--- config.mk ---
export PLATFORM = sky130hd
export DESIGN_NAME = high_speed_pulse_counter_top_flat
export DESIGN_NICKNAME = d
export VERILOG_FILES = /design/src/hspc_pkg.sv /design/src/hspc_if.sv /design/src/high_speed_pulse_counter_top.sv /design/src/flat_wrapper.sv
export SDC_FILE = /design/constraint.sdc
export NUM_CORES = 1
export LEC_CHECK = 0
export ABC_CLOCK_PERIOD_IN_PS = 6200
export BUFFER_PORTS_ARGS = -buffer_cell sky130_fd_sc_hd__buf_2
export CAP_MARGIN = 10
export CORE_AREA = 2 2 93 184
export DETAILED_ROUTE_END_ITERATION = 12
export DIE_AREA = 0 0 95 186
export GPL_TIMING_DRIVEN = 0
export PLACE_DENSITY = 0.86
export SLEW_MARGIN = 20
export SYNTH_ARGS = -nofsm -noshare
export SYNTH_HDL_FRONTEND = slang
export SYNTH_SLANG_ARGS = --single-unit
--- constraint.sdc ---
create_clock -name clk -period 6.2 [get_ports clk]
set_input_delay 0.62 -clock clk [delete_from_list [all_inputs] [get_ports clk]]
set_output_delay 0.62 -clock clk [all_outputs]
set_load 0.01 [all_outputs]
--- src/hspc_pkg.sv ---
// ----------------------------------------------------------------------------
// hspc_pkg
// Shared types and codes for the high-speed pulse counter channel.
// ----------------------------------------------------------------------------
package hspc_pkg;

	localparam int CountW  = 32;
	localparam int CfgIdxW = 3;
	localparam int CfgDatW = 32;

	// event codes
	localparam logic [1:0] REQ_FIRST  = 2'd0;
	localparam logic [1:0] REQ_SECOND = 2'd1;
	localparam logic [1:0] REQ_RESET  = 2'd2;

	// count modes
	localparam logic [1:0] MODE_SINGLE = 2'd0;
	localparam logic [1:0] MODE_UPDOWN = 2'd1;
	localparam logic [1:0] MODE_AB     = 2'd2;

	// register indexes
	localparam logic [CfgIdxW-1:0] CFG_COUNT_MODE    = 3'd0;
	localparam logic [CfgIdxW-1:0] CFG_SOFT_DOWN     = 3'd1;
	localparam logic [CfgIdxW-1:0] CFG_COMPARE_VALUE = 3'd2;
	localparam logic [CfgIdxW-1:0] CFG_COUNTER_EN    = 3'd3;
	localparam logic [CfgIdxW-1:0] CFG_RESET_IN_EN   = 3'd4;

	typedef struct packed {
		logic [1:0] req_type;
		logic       phase_a_level;
	} hspc_evt_t;

	typedef struct packed {
		logic signed [CountW-1:0] count_value;
		logic                     match_output;
		logic                     direction_down;
		logic                     compare_hit;
	} hspc_res_t;

	typedef struct packed {
		logic [CfgIdxW-1:0] index;
		logic [CfgDatW-1:0] wdata;
	} hspc_cfg_t;

endpackage

--- src/hspc_if.sv ---
// ----------------------------------------------------------------------------
// hspc_if
// Valid/ready channels for events, results and register writes.
// ----------------------------------------------------------------------------
interface hspc_evt_if;
	logic                valid;
	logic                ready;
	hspc_pkg::hspc_evt_t data;

	modport source (output valid, output data, input ready);
	modport sink (input valid, input data, output ready);
endinterface

interface hspc_res_if;
	logic                valid;
	logic                ready;
	hspc_pkg::hspc_res_t data;

	modport source (output valid, output data, input ready);
	modport sink (input valid, input data, output ready);
endinterface

interface hspc_cfg_if;
	logic                valid;
	logic                ready;
	hspc_pkg::hspc_cfg_t data;

	modport source (output valid, output data, input ready);
	modport sink (input valid, input data, output ready);
endinterface

--- src/high_speed_pulse_counter_top.sv ---
// ----------------------------------------------------------------------------
// high_speed_pulse_counter_top
// One counter channel: single-phase, up/down or A/B counting with compare.
// ----------------------------------------------------------------------------
//  channel  dir  word
//  evt      in   req_type, phase_a_level
//  res      out  count_value, match_output, direction_down, compare_hit
//  cfg      in   index, wdata (always ready)
//
//  One word per cycle while the skid is empty; an accepted result goes into the
//  result register, or into the one-word skid stage while the output is stalled.
//  The counter step and 32-bit compare sit between accept and result register.
//  evt.ready drops only while the skid is full. arst_n clears counter, output
//  bit, direction, settings and valid flags, but not the result or skid words.
// ----------------------------------------------------------------------------
module high_speed_pulse_counter_top (
	input  logic           clk,
	input  logic           arst_n,
	hspc_evt_if.sink       evt,
	hspc_res_if.source     res,
	hspc_cfg_if.sink       cfg
);
	import hspc_pkg::*;

	logic [1:0]               mode_q;
	logic                     soft_down_q;
	logic signed [CountW-1:0] cmp_q;
	logic                     en_q;
	logic                     rst_en_q;

	logic signed [CountW-1:0] cnt_q;
	logic                     obit_q;
	logic                     ldir_q;

	logic                     out_vld_q;
	hspc_res_t                out_q;
	logic                     skid_vld_q;
	hspc_res_t                skid_q;

	logic                     accept;
	logic                     counts;
	logic                     down;
	logic                     clr;
	logic signed [CountW-1:0] cnt_nx;
	logic                     obit_nx;
	logic                     ldir_nx;
	logic                     hit;
	hspc_res_t                res_nx;

	assign cfg.ready = 1'b1;
	assign evt.ready = !skid_vld_q;
	assign accept    = evt.valid && evt.ready;
	assign res.valid = out_vld_q;
	assign res.data  = out_q;

	always_ff @(posedge clk or negedge arst_n) begin
		if (!arst_n) begin
			mode_q      <= MODE_SINGLE;
			soft_down_q <= 1'b0;
			cmp_q       <= '0;
			en_q        <= 1'b0;
			rst_en_q    <= 1'b0;
		end else if (cfg.valid) begin
			case (cfg.data.index)
				CFG_COUNT_MODE:    mode_q      <= cfg.data.wdata[1:0];
				CFG_SOFT_DOWN:     soft_down_q <= cfg.data.wdata[0];
				CFG_COMPARE_VALUE: cmp_q       <= cfg.data.wdata[CountW-1:0];
				CFG_COUNTER_EN:    en_q        <= cfg.data.wdata[0];
				CFG_RESET_IN_EN:   rst_en_q    <= cfg.data.wdata[0];
				default: ;
			endcase
		end
	end

	always_comb begin
		counts = 1'b0;
		down   = 1'b0;
		clr    = 1'b0;
		case (evt.data.req_type)
			REQ_RESET: clr = rst_en_q;
			REQ_FIRST, REQ_SECOND: begin
				if (en_q) begin
					case (mode_q)
						MODE_SINGLE: begin
							counts = (evt.data.req_type == REQ_FIRST);
							down   = soft_down_q;
						end
						MODE_UPDOWN: begin
							counts = 1'b1;
							down   = (evt.data.req_type == REQ_SECOND);
						end
						MODE_AB: begin
							counts = (evt.data.req_type == REQ_SECOND);
							down   = !evt.data.phase_a_level;
						end
						default: ;
					endcase
				end
			end
			default: ;
		endcase
	end

	always_comb begin
		cnt_nx  = cnt_q;
		obit_nx = obit_q;
		ldir_nx = ldir_q;
		hit     = 1'b0;
		if (clr) begin
			cnt_nx  = '0;
			obit_nx = 1'b0;
		end else if (counts) begin
			cnt_nx  = down ? cnt_q - CountW'(1) : cnt_q + CountW'(1);
			ldir_nx = down;
			hit     = (cnt_nx == cmp_q);
			if (hit) begin
				obit_nx = !down;
			end
		end
		res_nx.count_value    = cnt_nx;
		res_nx.match_output   = obit_nx;
		res_nx.direction_down = (mode_q == MODE_SINGLE) ? soft_down_q : ldir_nx;
		res_nx.compare_hit    = hit;
	end

	always_ff @(posedge clk or negedge arst_n) begin
		if (!arst_n) begin
			cnt_q  <= '0;
			obit_q <= 1'b0;
			ldir_q <= 1'b0;
		end else if (accept) begin
			cnt_q  <= cnt_nx;
			obit_q <= obit_nx;
			ldir_q <= ldir_nx;
		end
	end

	always_ff @(posedge clk or negedge arst_n) begin
		if (!arst_n) begin
			out_vld_q  <= 1'b0;
			skid_vld_q <= 1'b0;
		end else if (accept) begin
			if (!out_vld_q || res.ready) begin
				out_vld_q <= 1'b1;
			end else begin
				skid_vld_q <= 1'b1;
			end
		end else if (res.ready) begin
			out_vld_q  <= skid_vld_q;
			skid_vld_q <= 1'b0;
		end
	end

	always_ff @(posedge clk) begin
		if (accept) begin
			if (!out_vld_q || res.ready) begin
				out_q <= res_nx;
			end else begin
				skid_q <= res_nx;
			end
		end else if (res.ready && skid_vld_q) begin
			out_q <= skid_q;
		end
	end

	a_skid_behind_out: assert property (@(posedge clk) disable iff (!arst_n)
		skid_vld_q |-> out_vld_q)
		else $error("skid word held without an output word");

	a_hit_matches: assert property (@(posedge clk) disable iff (!arst_n)
		res.valid && res.data.compare_hit |-> res.data.count_value == cmp_q)
		else $error("compare hit reported on a count that differs from target");

	a_reset_clears: assert property (@(posedge clk) disable iff (!arst_n)
		accept && evt.data.req_type == REQ_RESET && rst_en_q |=> cnt_q == '0 && !obit_q)
		else $error("enabled reset edge did not clear the counter");

endmodule

--- src/flat_wrapper.sv ---
// flat-port wrapper written by rule: the top's interface ports become plain ports
module high_speed_pulse_counter_top_flat import hspc_pkg::*;
  (clk, arst_n, evt_valid, evt_data, evt_ready, res_valid, res_data, res_ready, cfg_valid, cfg_data, cfg_ready);
  hspc_evt_if evt_i ();
  hspc_res_if res_i ();
  hspc_cfg_if cfg_i ();
  input  logic clk;
  input  logic arst_n;
  input wire logic [$bits(evt_i.valid)-1:0] evt_valid;
  input wire logic [$bits(evt_i.data)-1:0] evt_data;
  output wire logic [$bits(evt_i.ready)-1:0] evt_ready;
  output wire logic [$bits(res_i.valid)-1:0] res_valid;
  output wire logic [$bits(res_i.data)-1:0] res_data;
  input wire logic [$bits(res_i.ready)-1:0] res_ready;
  input wire logic [$bits(cfg_i.valid)-1:0] cfg_valid;
  input wire logic [$bits(cfg_i.data)-1:0] cfg_data;
  output wire logic [$bits(cfg_i.ready)-1:0] cfg_ready;
  assign evt_i.valid = evt_valid;
  assign evt_i.data = evt_data;
  assign evt_ready = evt_i.ready;
  assign res_valid = res_i.valid;
  assign res_data = res_i.data;
  assign res_i.ready = res_ready;
  assign cfg_i.valid = cfg_valid;
  assign cfg_i.data = cfg_data;
  assign cfg_ready = cfg_i.ready;
  high_speed_pulse_counter_top u_core (.clk(clk), .arst_n(arst_n), .evt(evt_i), .res(res_i), .cfg(cfg_i));
endmodule
==> metrics <==
outcome=finished clean; root buffer cell=clkbuf_16; global-route usage over all layers=0.3576; area of the core=around 16,000 µm²; placed cells=1,322; CP Max Fanout=31; crit-path max cell delay=0.62 ns; Worst Path Required=around 6.4 ns; Post-Syn Area per Cell=9.359 µm²; CP Launch Point=u_core.mode_q[0]; fin cells=approximately 1,400; GR peak layer=met2; CTS tree=built; Net count, final=1,211; global-route wire length before repair=between 40 and 50 mm; ys flop type=dfrtp_1; Post-synth EDFFs=70; initial detailed-routing violation count=roughly 740; width of the die=~95 µm; fillers=~1,300; Synthesized Nets=1,111; RSZ-0062 raised after global routing=false; count of input and output buffers=79; CP endpoint kind=flip-flop; Setup Skew=0.009927 ns; leak pwr=~4.8 nW; Clk pin slew, worst setup/hold paths=approximately 0.060 ns; Routed WL per cell=22.67 µm; FF+latch area=around 4000 µm²; Reg2Reg Launch Point=u_core.mode_q[0]; vias in the first global route=between 8,000 and 9,000; vias post-DR=8,823; I/O pin total=81; met2 Usage GRT=0.5994; DR vias/cell=6.516; slew margin rel.=0.4453; Vert. Die Dim=186 µm; fmax=174.2 MHz; sequential share of the synthesized area=0.4048; Layout area overhead=13.00%; Critical-path top delay cell=or4_4; HPWL Detailed=23.23 mm; count of different cell masters after synthesis=95; gpl congestion=1.010; total gr overflow=0; CP Data Arrival Time=about 5.9 ns; share of layout cells above drive strength 1=0.1809; commonest cells after routing, fill and taps aside=nand2_1, buf_2, a21oi_1; setup bufs post-CTS=0; Async SR Flop Fraction=0.5105; Setup TNS=0 ns; fin crit share=0.9257; Initial DRT Pass Iterations=5; cells along the critical path=nand3b_1, a21oi_1, o21ai_2, inv_2, ha_1, nor2_1, a211oi_2, o211ai_4, a21o_1, a211oi_1, xnor2_1, nand4b_1, or4_4, o41ai_1, o211ai_1; final wirelength=about 31 mm; Longest Clk Path Bufs=2; max-cap violations=0; Remaining DRCs=0; Hold Fails Final Rpt=0; final setup violating endpoints=0; final antenna-violating net count=0; clk_lat worst skew=between 0.4 and 0.5 ns; PwrDens=between 300 and 400 nW/µm²; row count=66; Netlist Area Pre-Place=~9700 µm²; CP Launch Type=flip-flop; CTS Buf Count=17; area occupied by multi-input gates=5485 µm²; worst slew pin tran=about 0.83 ns; die area=between 15,000 and 20,000 µm²; Syn Inst Count=1,037; met1 usage=0.3847; Antenna diodes=0; met3 usage=0.05385; CTS sink cnt=143; Place WS=-0.04808 ns; H-tree levels=4; synthesis-stage register bit count=about 140; Max Slew Vio Count=0; Initial Util=0.5966; Final WS setup=about 0.46 ns; leading cell type in the layout, fill and taps excluded=nand2_1; pin count of the biggest net entering global routing=44; fin crit period=5.739 ns; Peak supply drop=0.0002136 V; initial antenna violation count=0; Synth Warn #=0; hold crit path type=in -> async; class of the most critical setup path=reg -> reg
## registers in the layout, indices dropped and copies added (netlist names)
name / count
u_core.res.data: 35
u_core.skid_q: 35
u_core.cmp_q: 32
u_core.cnt_q: 32
u_core.mode_q: 2
u_core.en_q: 1
u_core.ldir_q: 1
u_core.obit_q: 1
u_core.res.valid: 1
u_core.rst_en_q: 1
u_core.skid_vld_q: 1
u_core.soft_down_q: 1
## area by class of cell
type	count	area share
multi-input combinational	823	0.5002
sequential	143	0.3582
timing repair buffer	81	0.04062
clock buffer	19	0.03948
tap	204	0.02327
buffer	55	0.02236
clock inverter	13	0.01038
inverter	16	0.005476
## critical path, delay by kind of cell (launching register included)
family / cells / cell delay (ns)
buffers and inverters: 1 / 0.45
adder cells (fa/ha/maj): 1 / 0.57
AND/OR/NAND/NOR: 4 / 1.05
AO/OA/AOI/OAI: 8 / 2.71
flip-flops: 1 / 0.43
XOR/XNOR: 1 / 0.24
## path summary, 6_finish.rpt
path                                      end  slack, ns  cells past startpoint
setup / recovery           u_core.res.data[2]       0.46                     15
hold / removal               u_core.cmp_q[10]       0.12                      1
setup reg to reg           u_core.res.data[2]       0.46                     15
hold reg to reg               u_core.cnt_q[5]       0.51                      1
max in group asynchronous  u_core.soft_down_q       5.47                      2
min in group clk             u_core.cmp_q[19]       0.41                      2
## cells in the mapped netlist, types with 4 or more instances
cell type / count / area [µm²]
a21oi_1: 74 / 370.4
xor2_1: 11 / 96.34
and3_1: 9 / 56.30
nor3_1: 30 / 150.1
clkbuf_1: 33 / 123.9
or3_1: 13 / 81.33
o22ai_1: 6 / 37.54
or4_1: 5 / 37.54
o211ai_1: 9 / 67.56
a21o_1: 51 / 382.9
nand4_1: 14 / 87.58
mux2_2: 39 / 439.2
mux2i_1: 11 / 110.1
a31oi_1: 4 / 25.02
edfxtp_1: 70 / 2102
inv_1: 16 / 60.06
a211oi_1: 13 / 97.59
nand3_1: 22 / 110.1
o41ai_1: 5 / 43.79
o21ai_0: 36 / 180.2
nor2b_1: 14 / 87.58
nor2_1: 67 / 251.5
a211o_1: 5 / 43.79
and2_1: 21 / 131.4
buf_2: 13 / 65.06
nand2_1: 159 / 596.8
nor3b_1: 8 / 60.06
nand2b_1: 16 / 100.1
buf_4: 6 / 45.04
o21bai_1: 4 / 30.03
ha_1: 30 / 375.4
or2_2: 6 / 37.54
dfrtp_1: 73 / 1827
nor4_1: 7 / 43.79
xnor2_1: 38 / 332.8
nand3b_1: 5 / 37.54
o21ai_2: 4 / 35.03
## report_power, final
| group | switching, mW | total (mW) | leakage [nW] | internal [mW] |
|---|---|---|---|---|
| clock | 0.433 | 0.985 | 0.268 | 0.553 |
| combinational | 0.920 | 1.51 | 2.98 | 0.585 |
| sequential | 0.146 | 1.35 | 1.60 | 1.20 |
## timing repair
| action | in CTS | in global routing |
|---|---|---|
| gates resized for setup | 0 | 2 |
| endpoints found under the setup margin | 0 | 4 |
| hold buffers | 0 | 0 |
## stage by stage
step	util	cell area (µm²)	hold slack [ns]	total power, mW
after floorplan	-	9706	0.3244	2.366
after global placement	0.6366	10360	0.4866	2.765
after detailed placement	0.6402	10420	0.4926	2.810
after CTS	0.6738	10960	0.1383	3.801
after global routing	0.6741	10970	0.1552	4.011
final	0.6741	10970	0.1245	3.839
## layer usage
layer | routed length [µm] | up-vias
li1 | - | 4026
met1 | 10620 | 4162
met2 | 15270 | 482
met3 | 1916 | 153
met4 | 2888 | 0
met5 | 0 | -
## kinds of logic after synthesis
group,synth area share
simple gates,0.2211
flops,0.4048
buf+inv,0.03146
xor+xnor,0.05131
fa+ha+maj,0.04074
other cells,0.0003864
compound gates,0.1925
mux,0.05775
Power figures use the tool's default switching activity.
